--- config.mk ---
export PLATFORM = sky130hd
export DESIGN_NAME = multi_channel_deadline_timer_flat
export DESIGN_NICKNAME = d
export VERILOG_FILES = /design/src/hdl/mcdt_pkg.sv /design/src/hdl/mcdt_in_if.sv /design/src/hdl/mcdt_out_if.sv /design/src/hdl/multi_channel_deadline_timer.sv /design/src/hdl/mcdt_ctrl.sv /design/src/hdl/mcdt_dp.sv /design/src/flat_wrapper.sv
export SDC_FILE = /design/constraint.sdc
export NUM_CORES = 1
export LEC_CHECK = 0
export ABC_AREA = 1
export BUFFER_PORTS_ARGS = -buffer_cell sky130_fd_sc_hd__buf_2
export CAP_MARGIN = 20
export CORE_ASPECT_RATIO = 2
export CORE_UTILIZATION = 57
export DETAILED_ROUTE_END_ITERATION = 6
export GPL_TIMING_DRIVEN = 0
export PLACE_DENSITY = 0.73
export SLEW_MARGIN = 10
export SYNTH_ARGS = -nofsm -noshare
export SYNTH_HDL_FRONTEND = slang
export SYNTH_HIERARCHICAL = 1
export SYNTH_SLANG_ARGS = --single-unit
--- constraint.sdc ---
create_clock -name clk -period 5.8 [get_ports clk]
set_input_delay 1.16 -clock clk [delete_from_list [all_inputs] [get_ports clk]]
set_output_delay 1.16 -clock clk [all_outputs]
set_load 0.02 [all_outputs]
--- src/hdl/mcdt_pkg.sv ---
// shared types and constants of the deadline timer bank
package mcdt_pkg;

  localparam int OP_W    = 3;
  localparam int INDEX_W = 3;
  localparam int TIME_W  = 32;
  localparam int MASK_W  = 8;
  // wide enough for the slot numbers and the index field of up to 63 timers
  localparam int SLOT_CMP_W = 6;

  localparam logic [TIME_W-1:0] INACTIVE_DEADLINE = '1;

  localparam logic [OP_W-1:0] OP_CHECK        = 3'd0;
  localparam logic [OP_W-1:0] OP_SET_PERIOD   = 3'd1;
  localparam logic [OP_W-1:0] OP_START_ONCE   = 3'd2;
  localparam logic [OP_W-1:0] OP_START_REPEAT = 3'd3;
  localparam logic [OP_W-1:0] OP_DISABLE      = 3'd4;

  typedef enum logic [2:0] {
    ST_IDLE   = 3'b001,
    ST_SCAN   = 3'b010,
    ST_FINISH = 3'b100
  } state_t;

  typedef struct packed {
    logic load;
    logic step;
    logic publish;
  } dp_cmd_t;

  typedef struct packed {
    logic last;
  } dp_status_t;

endpackage

--- src/hdl/mcdt_in_if.sv ---
// request channel: operation, timer index, period and current time
interface mcdt_in_if;
  logic                            valid;
  logic                            ready;
  logic [mcdt_pkg::OP_W-1:0]       operation;
  logic [mcdt_pkg::INDEX_W-1:0]    timer_index;
  logic [mcdt_pkg::TIME_W-1:0]     period_ms;
  logic [mcdt_pkg::TIME_W-1:0]     now_ms;

  modport source (output valid, operation, timer_index, period_ms, now_ms, input ready);
  modport sink (input valid, operation, timer_index, period_ms, now_ms, output ready);
endinterface

--- src/hdl/mcdt_out_if.sv ---
// result channel: fired mask, nearest deadline, addressed timer state
interface mcdt_out_if;
  logic                          valid;
  logic                          ready;
  logic [mcdt_pkg::MASK_W-1:0]   fired_mask;
  logic [mcdt_pkg::TIME_W-1:0]   nearest_deadline;
  logic                          indexed_running;

  modport source (output valid, fired_mask, nearest_deadline, indexed_running, input ready);
  modport sink (input valid, fired_mask, nearest_deadline, indexed_running, output ready);
endinterface

--- src/hdl/multi_channel_deadline_timer.sv ---
// top level of the virtual millisecond timer bank
//
//   channel  dir  payload                                          transfer
//   in_ch    in   operation, timer_index, period_ms, now_ms        valid && ready
//   out_ch   out  fired_mask, nearest_deadline, indexed_running    valid && ready
//
// each request is captured, then every timer entry passes in turn
// through the single read-modify-write unit, then the result loads the output register
// reset clears all tables directly; no clearing pass
// in_ch.ready is high only while no request is in work
// a finished result waits in the finish step while the output register is full
// the next request is taken while a result waits in the output register
module multi_channel_deadline_timer #(
  parameter int NUM_TIMERS = 8
) (
  input logic             clk,
  input logic             rst_n,
  mcdt_in_if.sink         in_ch,
  mcdt_out_if.source      out_ch
);

  mcdt_pkg::dp_cmd_t    cmd;
  mcdt_pkg::dp_status_t status;

  mcdt_ctrl u_ctrl (
    .clk       (clk),
    .rst_n     (rst_n),
    .in_valid  (in_ch.valid),
    .in_ready  (in_ch.ready),
    .out_valid (out_ch.valid),
    .out_ready (out_ch.ready),
    .cmd       (cmd),
    .status    (status)
  );

  mcdt_dp #(
    .NUM_TIMERS (NUM_TIMERS)
  ) u_dp (
    .clk                  (clk),
    .rst_n                (rst_n),
    .cmd                  (cmd),
    .status               (status),
    .in_operation         (in_ch.operation),
    .in_timer_index       (in_ch.timer_index),
    .in_period_ms         (in_ch.period_ms),
    .in_now_ms            (in_ch.now_ms),
    .out_fired_mask       (out_ch.fired_mask),
    .out_nearest_deadline (out_ch.nearest_deadline),
    .out_indexed_running  (out_ch.indexed_running)
  );

endmodule

--- src/hdl/mcdt_ctrl.sv ---
// sequencer: accept, walk the timer table, hand the result to the output register
module mcdt_ctrl (
  input  logic                 clk,
  input  logic                 rst_n,
  input  logic                 in_valid,
  output logic                 in_ready,
  output logic                 out_valid,
  input  logic                 out_ready,
  output mcdt_pkg::dp_cmd_t    cmd,
  input  mcdt_pkg::dp_status_t status
);

  mcdt_pkg::state_t state_r, state_nxt;
  logic             out_valid_r, out_valid_nxt;
  logic             slot_free;

  assign in_ready  = (state_r == mcdt_pkg::ST_IDLE);
  assign out_valid = out_valid_r;
  assign slot_free = !out_valid_r || out_ready;

  always_comb begin
    state_nxt     = state_r;
    cmd           = '0;
    out_valid_nxt = out_valid_r && !out_ready;
    case (state_r)
      mcdt_pkg::ST_IDLE: begin
        if (in_valid) begin
          cmd.load  = 1'b1;
          state_nxt = mcdt_pkg::ST_SCAN;
        end
      end
      mcdt_pkg::ST_SCAN: begin
        cmd.step = 1'b1;
        if (status.last) begin
          state_nxt = mcdt_pkg::ST_FINISH;
        end
      end
      mcdt_pkg::ST_FINISH: begin
        if (slot_free) begin
          cmd.publish   = 1'b1;
          out_valid_nxt = 1'b1;
          state_nxt     = mcdt_pkg::ST_IDLE;
        end
      end
      default: begin
        state_nxt = mcdt_pkg::ST_IDLE;
      end
    endcase
  end

  always_ff @(posedge clk) begin
    if (!rst_n) begin
      state_r     <= mcdt_pkg::ST_IDLE;
      out_valid_r <= 1'b0;
    end else begin
      state_r     <= state_nxt;
      out_valid_r <= out_valid_nxt;
    end
  end

endmodule

--- src/hdl/mcdt_dp.sv ---
// timer tables, per-entry update unit, scan accumulators and result register
module mcdt_dp #(
  parameter int NUM_TIMERS = 8
) (
  input  logic                           clk,
  input  logic                           rst_n,
  input  mcdt_pkg::dp_cmd_t              cmd,
  output mcdt_pkg::dp_status_t           status,
  input  logic [mcdt_pkg::OP_W-1:0]      in_operation,
  input  logic [mcdt_pkg::INDEX_W-1:0]   in_timer_index,
  input  logic [mcdt_pkg::TIME_W-1:0]    in_period_ms,
  input  logic [mcdt_pkg::TIME_W-1:0]    in_now_ms,
  output logic [mcdt_pkg::MASK_W-1:0]    out_fired_mask,
  output logic [mcdt_pkg::TIME_W-1:0]    out_nearest_deadline,
  output logic                           out_indexed_running
);

  localparam int IDX_W = (NUM_TIMERS > 1) ? $clog2(NUM_TIMERS) : 1;
  localparam int CW    = mcdt_pkg::SLOT_CMP_W;
  localparam int TW    = mcdt_pkg::TIME_W;

  logic [TW-1:0]               deadline_r [NUM_TIMERS];
  logic [TW-1:0]               period_r   [NUM_TIMERS];
  logic                        repeat_r   [NUM_TIMERS];

  logic [mcdt_pkg::OP_W-1:0]    op_r;
  logic [mcdt_pkg::INDEX_W-1:0] idx_r;
  logic [TW-1:0]                period_in_r;
  logic [TW-1:0]                now_r;
  logic [IDX_W-1:0]             cnt_r;

  logic [mcdt_pkg::MASK_W-1:0]  fired_acc_r, fired_acc_nxt;
  logic [TW-1:0]                min_acc_r, min_acc_nxt;
  logic                         run_acc_r, run_acc_nxt;

  logic [mcdt_pkg::MASK_W-1:0]  fired_out_r;
  logic [TW-1:0]                nearest_out_r;
  logic                         running_out_r;

  logic [TW-1:0] cur_deadline, cur_period, sum_base, sum;
  logic          cur_repeat;
  logic [CW-1:0] slot_ext;
  logic          idx_valid, hit, fire;
  logic [TW-1:0] deadline_nxt, period_nxt;
  logic          repeat_nxt;

  assign cur_deadline = deadline_r[cnt_r];
  assign cur_period   = period_r[cnt_r];
  assign cur_repeat   = repeat_r[cnt_r];
  assign slot_ext     = CW'(cnt_r);
  assign idx_valid    = CW'(idx_r) < CW'(NUM_TIMERS);
  assign hit          = idx_valid && (slot_ext == CW'(idx_r));
  assign fire         = (op_r == mcdt_pkg::OP_CHECK) &&
                        (cur_deadline != mcdt_pkg::INACTIVE_DEADLINE) &&
                        (cur_deadline <= now_r);
  // shared adder: repeat advance on check, arm time on start
  assign sum_base     = (op_r == mcdt_pkg::OP_CHECK) ? cur_deadline : now_r;
  assign sum          = sum_base + cur_period;
  assign status.last  = (cnt_r == IDX_W'(NUM_TIMERS - 1));

  always_comb begin
    deadline_nxt = cur_deadline;
    period_nxt   = cur_period;
    repeat_nxt   = cur_repeat;
    case (op_r)
      mcdt_pkg::OP_CHECK: begin
        if (fire) begin
          deadline_nxt = cur_repeat ? sum : mcdt_pkg::INACTIVE_DEADLINE;
        end
      end
      mcdt_pkg::OP_SET_PERIOD: begin
        if (hit) begin
          period_nxt = period_in_r;
        end
      end
      mcdt_pkg::OP_START_ONCE: begin
        if (hit) begin
          repeat_nxt   = 1'b0;
          deadline_nxt = sum;
        end
      end
      mcdt_pkg::OP_START_REPEAT: begin
        if (hit) begin
          repeat_nxt   = 1'b1;
          deadline_nxt = sum;
        end
      end
      mcdt_pkg::OP_DISABLE: begin
        if (hit) begin
          repeat_nxt   = 1'b0;
          deadline_nxt = mcdt_pkg::INACTIVE_DEADLINE;
        end
      end
      default: begin
      end
    endcase
  end

  always_comb begin
    fired_acc_nxt = fired_acc_r;
    if (fire && (slot_ext < CW'(mcdt_pkg::MASK_W))) begin
      fired_acc_nxt[slot_ext[2:0]] = 1'b1;
    end
    min_acc_nxt = (deadline_nxt < min_acc_r) ? deadline_nxt : min_acc_r;
    run_acc_nxt = hit ? (deadline_nxt != mcdt_pkg::INACTIVE_DEADLINE) : run_acc_r;
  end

  // timer tables
  always_ff @(posedge clk) begin
    if (!rst_n) begin
      for (int i = 0; i < NUM_TIMERS; i++) begin
        deadline_r[i] <= mcdt_pkg::INACTIVE_DEADLINE;
        period_r[i]   <= '0;
        repeat_r[i]   <= 1'b0;
      end
    end else if (cmd.step) begin
      deadline_r[cnt_r] <= deadline_nxt;
      period_r[cnt_r]   <= period_nxt;
      repeat_r[cnt_r]   <= repeat_nxt;
    end
  end

  // request capture, scan counter and accumulators
  always_ff @(posedge clk) begin
    if (cmd.load) begin
      op_r        <= in_operation;
      idx_r       <= in_timer_index;
      period_in_r <= in_period_ms;
      now_r       <= in_now_ms;
      cnt_r       <= '0;
      fired_acc_r <= '0;
      min_acc_r   <= mcdt_pkg::INACTIVE_DEADLINE;
      run_acc_r   <= 1'b0;
    end else if (cmd.step) begin
      cnt_r       <= status.last ? cnt_r : cnt_r + IDX_W'(1);
      fired_acc_r <= fired_acc_nxt;
      min_acc_r   <= min_acc_nxt;
      run_acc_r   <= run_acc_nxt;
    end
  end

  // output register
  always_ff @(posedge clk) begin
    if (cmd.publish) begin
      fired_out_r   <= fired_acc_r;
      nearest_out_r <= min_acc_r;
      running_out_r <= run_acc_r;
    end
  end

  assign out_fired_mask       = fired_out_r;
  assign out_nearest_deadline = nearest_out_r;
  assign out_indexed_running  = running_out_r;

endmodule

--- src/flat_wrapper.sv ---
// flat-port wrapper written by rule: the top's interface ports become plain ports
module multi_channel_deadline_timer_flat 
#(
  parameter int NUM_TIMERS = 8
)
  (clk, rst_n, in_ch_valid, in_ch_operation, in_ch_timer_index, in_ch_period_ms, in_ch_now_ms, in_ch_ready, out_ch_valid, out_ch_fired_mask, out_ch_nearest_deadline, out_ch_indexed_running, out_ch_ready);
  mcdt_in_if in_ch_i ();
  mcdt_out_if out_ch_i ();
  input logic clk;
  input logic rst_n;
  input wire logic [$bits(in_ch_i.valid)-1:0] in_ch_valid;
  input wire logic [$bits(in_ch_i.operation)-1:0] in_ch_operation;
  input wire logic [$bits(in_ch_i.timer_index)-1:0] in_ch_timer_index;
  input wire logic [$bits(in_ch_i.period_ms)-1:0] in_ch_period_ms;
  input wire logic [$bits(in_ch_i.now_ms)-1:0] in_ch_now_ms;
  output wire logic [$bits(in_ch_i.ready)-1:0] in_ch_ready;
  output wire logic [$bits(out_ch_i.valid)-1:0] out_ch_valid;
  output wire logic [$bits(out_ch_i.fired_mask)-1:0] out_ch_fired_mask;
  output wire logic [$bits(out_ch_i.nearest_deadline)-1:0] out_ch_nearest_deadline;
  output wire logic [$bits(out_ch_i.indexed_running)-1:0] out_ch_indexed_running;
  input wire logic [$bits(out_ch_i.ready)-1:0] out_ch_ready;
  assign in_ch_i.valid = in_ch_valid;
  assign in_ch_i.operation = in_ch_operation;
  assign in_ch_i.timer_index = in_ch_timer_index;
  assign in_ch_i.period_ms = in_ch_period_ms;
  assign in_ch_i.now_ms = in_ch_now_ms;
  assign in_ch_ready = in_ch_i.ready;
  assign out_ch_valid = out_ch_i.valid;
  assign out_ch_fired_mask = out_ch_i.fired_mask;
  assign out_ch_nearest_deadline = out_ch_i.nearest_deadline;
  assign out_ch_indexed_running = out_ch_i.indexed_running;
  assign out_ch_i.ready = out_ch_ready;
  multi_channel_deadline_timer #(.NUM_TIMERS(NUM_TIMERS)) u_core (.clk(clk), .rst_n(rst_n), .in_ch(in_ch_i), .out_ch(out_ch_i));
endmodule
==> flow_summary.ini <==
[grt]
grt_use_total_pct = 40.6
antenna_found_initial = 3
grt_max_degree = 55
grt_pass1_vias = 27200
grt_pass1_wl_um = 174000
gr-total-overflow = 0

[placement]
io_buffer_count = 116
dpl_cell_area_um2 = 35700
hpwl_um = 87900
place.gp.congestion = 1.05
dp_cells = 4537
preCtsSetupSlack_ps = -2450

[clocking]
cts_root_buffer = clkbuf_16
htreeDepth = 2
clk_pin_slew_ps = 70
cts_buffer_depth = 3
numCtsBuffers = 56
cts_tree = built
numClockSinks = 682
insertion_delay_ps = 640
hold_buffers = 0

[outcome]
status = complete, but fails checks
violations = design-rule violations, negative setup slack

[timing]
fmax_mhz = 172
worst_slew_pin_slew_ps = 1150
setup_ws_ps = -2.71
fin_hold_ws_ps = 441
min_period_over_period_pct = 100
min_period_ps = 5800
finalHoldViolations = 0
setup_tns_ps = -5.76
rsz0062_at_grt = yes
finalSetupViolCount = 3
finalMaxSlewViolations = 0
clock_skew_ps = 19.8
max-slew-margin-rel_pct = 23.5

[hold_path]
min_path_type = reg -> reg

[drt]
drt-total-wl_um = 123000
final_antenna_net_count = 0
remaining_drc_errors = 1
vias = 28400
wl_per_cell_um = 26.0
viasPerCell = 6.00
drtIter0Drc = 3147
dr.pass1.iters = 7

[pwr]
combPwrFrac_pct = 30.4
p_leak_nw = 15.6
p_clk_share_pct = 28.5
p_switching_mw = 4.62
power_density_nw_per_um2 = 340
switching_share_pct = 34.0
power_frac_seq_pct = 41.1
max-vdd-ir-drop_uv = 364
power.internal_mw = 8.96
finalPower_mw = 13.6

[logic_synthesis]
netlist_instances = 3639
netlist_area_um2 = 33800
synth_edf_count = 623
yosys_warnings = 6
syn_avg_cell_area_um2 = 9.30
yosysTopAreaCell = edfxtp_1
synth_area_leaders = edfxtp_1 (55%), nand2_1 (9.3%), nor2_1 (7.8%)
ys_ff_latch = 682
syn_nets = 3810
synth_top_area_share_pct = 55.3
ys_seq_area_share_pct = 58.8
async_flop_share_pct = 0
synth_cell_type_count = 48
synthFlopType = edfxtp_1

[worst_setup_path]
r2r_end = u_core/u_dp/min_acc_r[4]$_SDFFE_PP1P_
cp-start-kind = flop
crit_slowest_cell = ha_1
r2r_cells = 30
crit_path_end_kind = flop
cp.required_ps = 6300
path_class = reg -> reg
worstPathArrival_ps = 6300
regToRegSetupSlack_ps = -3
crit_path_end = u_core/u_dp/min_acc_r[4]$_SDFFE_PP1P_
crit_path_max_fanout = 10
slowest_delay_ps = 400
cp_common_cell = buf_12

[finish]
area_delta_synth_final_pct = 18.2
instances_no_fill = 4723
fin_util_pct = 68.0
nets = 4081
fillers = 4637
postLayoutCellArea_um2 = 40000
layout-drive-gt1-share_pct = 16.2
diodes = 0

[die]
ios = 117
initial_core_util_pct = 57.5
chipWidth_um = 174
die_area_um2 = 60400
core-area_um2 = 58800
die_h_um = 347
rows = 126

[flow_run]
cap_violations = 0
power groups by stage:
stage          Sequential (mW)  Combinational, mW  Clock [mW]
5_1_grt                   5.58               4.34        4.06
4_1_cts                   5.57               3.50        3.89
2_1_floorplan             5.66               2.00           0
3_3_place_gp              5.70               3.15           0
3_5_place_dp              5.68               3.22           0
6_report                  5.58               4.12        3.87
cells by family (layout without fill, tap and decap cells):
group / count (synthesis) / after routing / synth area share [%]
DFF: 682 / 682 / 58.8
AOI/OAI and AO/OA: 566 / 566 / 9.40
muxes: 31 / 31 / 0.917
buffers and inverters: 473 / 789 / 6.04
adders and majority gates: 97 / 97 / 3.61
and+or+nand+nor: 1761 / 1761 / 20.5
xor gates and xnor gates: 29 / 29 / 0.751
critical path, delay by kind of cell, from the launching register on:
kind / cells / cell delay [ps]
and+or+nand+nor: 11 / 1490
DFF: 1 / 340
xor gates and xnor gates: 1 / 250
AOI/OAI and AO/OA: 8 / 1600
adders and majority gates: 2 / 770
buffers and inverters: 8 / 1160
sequential cells by signal, summed over array words and instances, names as in the netlist, named ones only:
register	count
u_core/u_ctrl/out_valid	1
u_core/u_ctrl/state_r	3
u_core/u_dp/cnt_r	3
u_core/u_dp/deadline_r	256
u_core/u_dp/fired_acc_r	8
u_core/u_dp/idx_r	3
u_core/u_dp/min_acc_r	32
u_core/u_dp/now_r	32
u_core/u_dp/op_r	3
u_core/u_dp/out_fired_mask	8
u_core/u_dp/out_indexed_running	1
u_core/u_dp/out_nearest_deadline	32
u_core/u_dp/period_in_r	32
u_core/u_dp/period_r	256
u_core/u_dp/repeat_r	8
u_core/u_dp/run_acc_r	1
timing repair:
action / CTS / global route
gates cloned: 0 / 1
resized for setup: 218 / 252
pin swaps: 28 / 78
setup buffers: 26 / 57
setup endpoints to repair: 257 / 32
cells in the mapped netlist, types with 31 or more instances:
cell type,count
ha_1,96
o21ai_1,43
nand2_1,840
edfxtp_1,623
mux2i_1,31
clkbuf_1,118
nor2_1,703
o22ai_1,44
o21ai_0,265
nand3_1,168
a21oi_1,95
dfxtp_1,59
a31oi_1,40
inv_1,276
worst min path at each step:
stage	startpoint	endpoint	slack, ps	cells after the start
4_1_cts	u_core/u_dp/run_acc_r$_SDFFE_PP0P_	u_core/u_dp/out_indexed_running$_DFFE_PP_	440	0
2_1_floorplan	u_core/u_dp/run_acc_r$_SDFFE_PP0P_	u_core/u_dp/out_indexed_running$_DFFE_PP_	400	0
3_3_place_gp	u_core/u_dp/run_acc_r$_SDFFE_PP0P_	u_core/u_dp/out_indexed_running$_DFFE_PP_	410	0
3_5_place_dp	u_core/u_dp/fired_acc_r[4]$_SDFFE_PP0P_	u_core/u_dp/out_fired_mask[4]$_DFFE_PP_	420	0
6_report	u_core/u_dp/run_acc_r$_SDFFE_PP0P_	u_core/u_dp/out_indexed_running$_DFFE_PP_	440	0
5_1_grt	u_core/u_dp/fired_acc_r[3]$_SDFFE_PP0P_	u_core/u_dp/out_fired_mask[3]$_DFFE_PP_	450	0
routing by layer:
| metal | wire length [µm] | up-vias | global-route usage [%] |
|---|---|---|---|
| met3 | 10800 | 598 | 8.19 |
| met4 | 15100 | 2 | 39.3 |
| met5 | 12 | - | 0 |
| li1 | - | 12800 | - |
| met2 | 61300 | 1702 | 71.3 |
| met1 | 35900 | 13300 | 38.7 |
cell usage in the layout, fill, tap and decap left out, types with 37 or more instances in the layout:
cell type and instances:
inv_1 270, buf_2 129, nand3_1 151, o21ai_1 50
nand2_1 802, buf_4 89, buf_6 37, clkbuf_16 59
clkbuf_1 86, nor2_1 684, ha_1 71, edfxtp_1 623
o22ai_1 41, dfxtp_1 57, o21ai_0 240, a21oi_1 75
final cells by class:
type / count / area, µm² / area share (%)
Tap cell: 768 / 961 / 2.40
Clock inverter: 29 / 333 / 0.832
Multi-Input combinational cell: 2484 / 13200 / 33.1
Clock buffer: 74 / 1510 / 3.78
Inverter: 284 / 1080 / 2.70
Sequential cell: 682 / 19900 / 49.8
Buffer: 188 / 1370 / 3.43
Timing Repair Buffer: 214 / 1600 / 4.01
No activity file was read; power rests on OpenSTA's default activity.
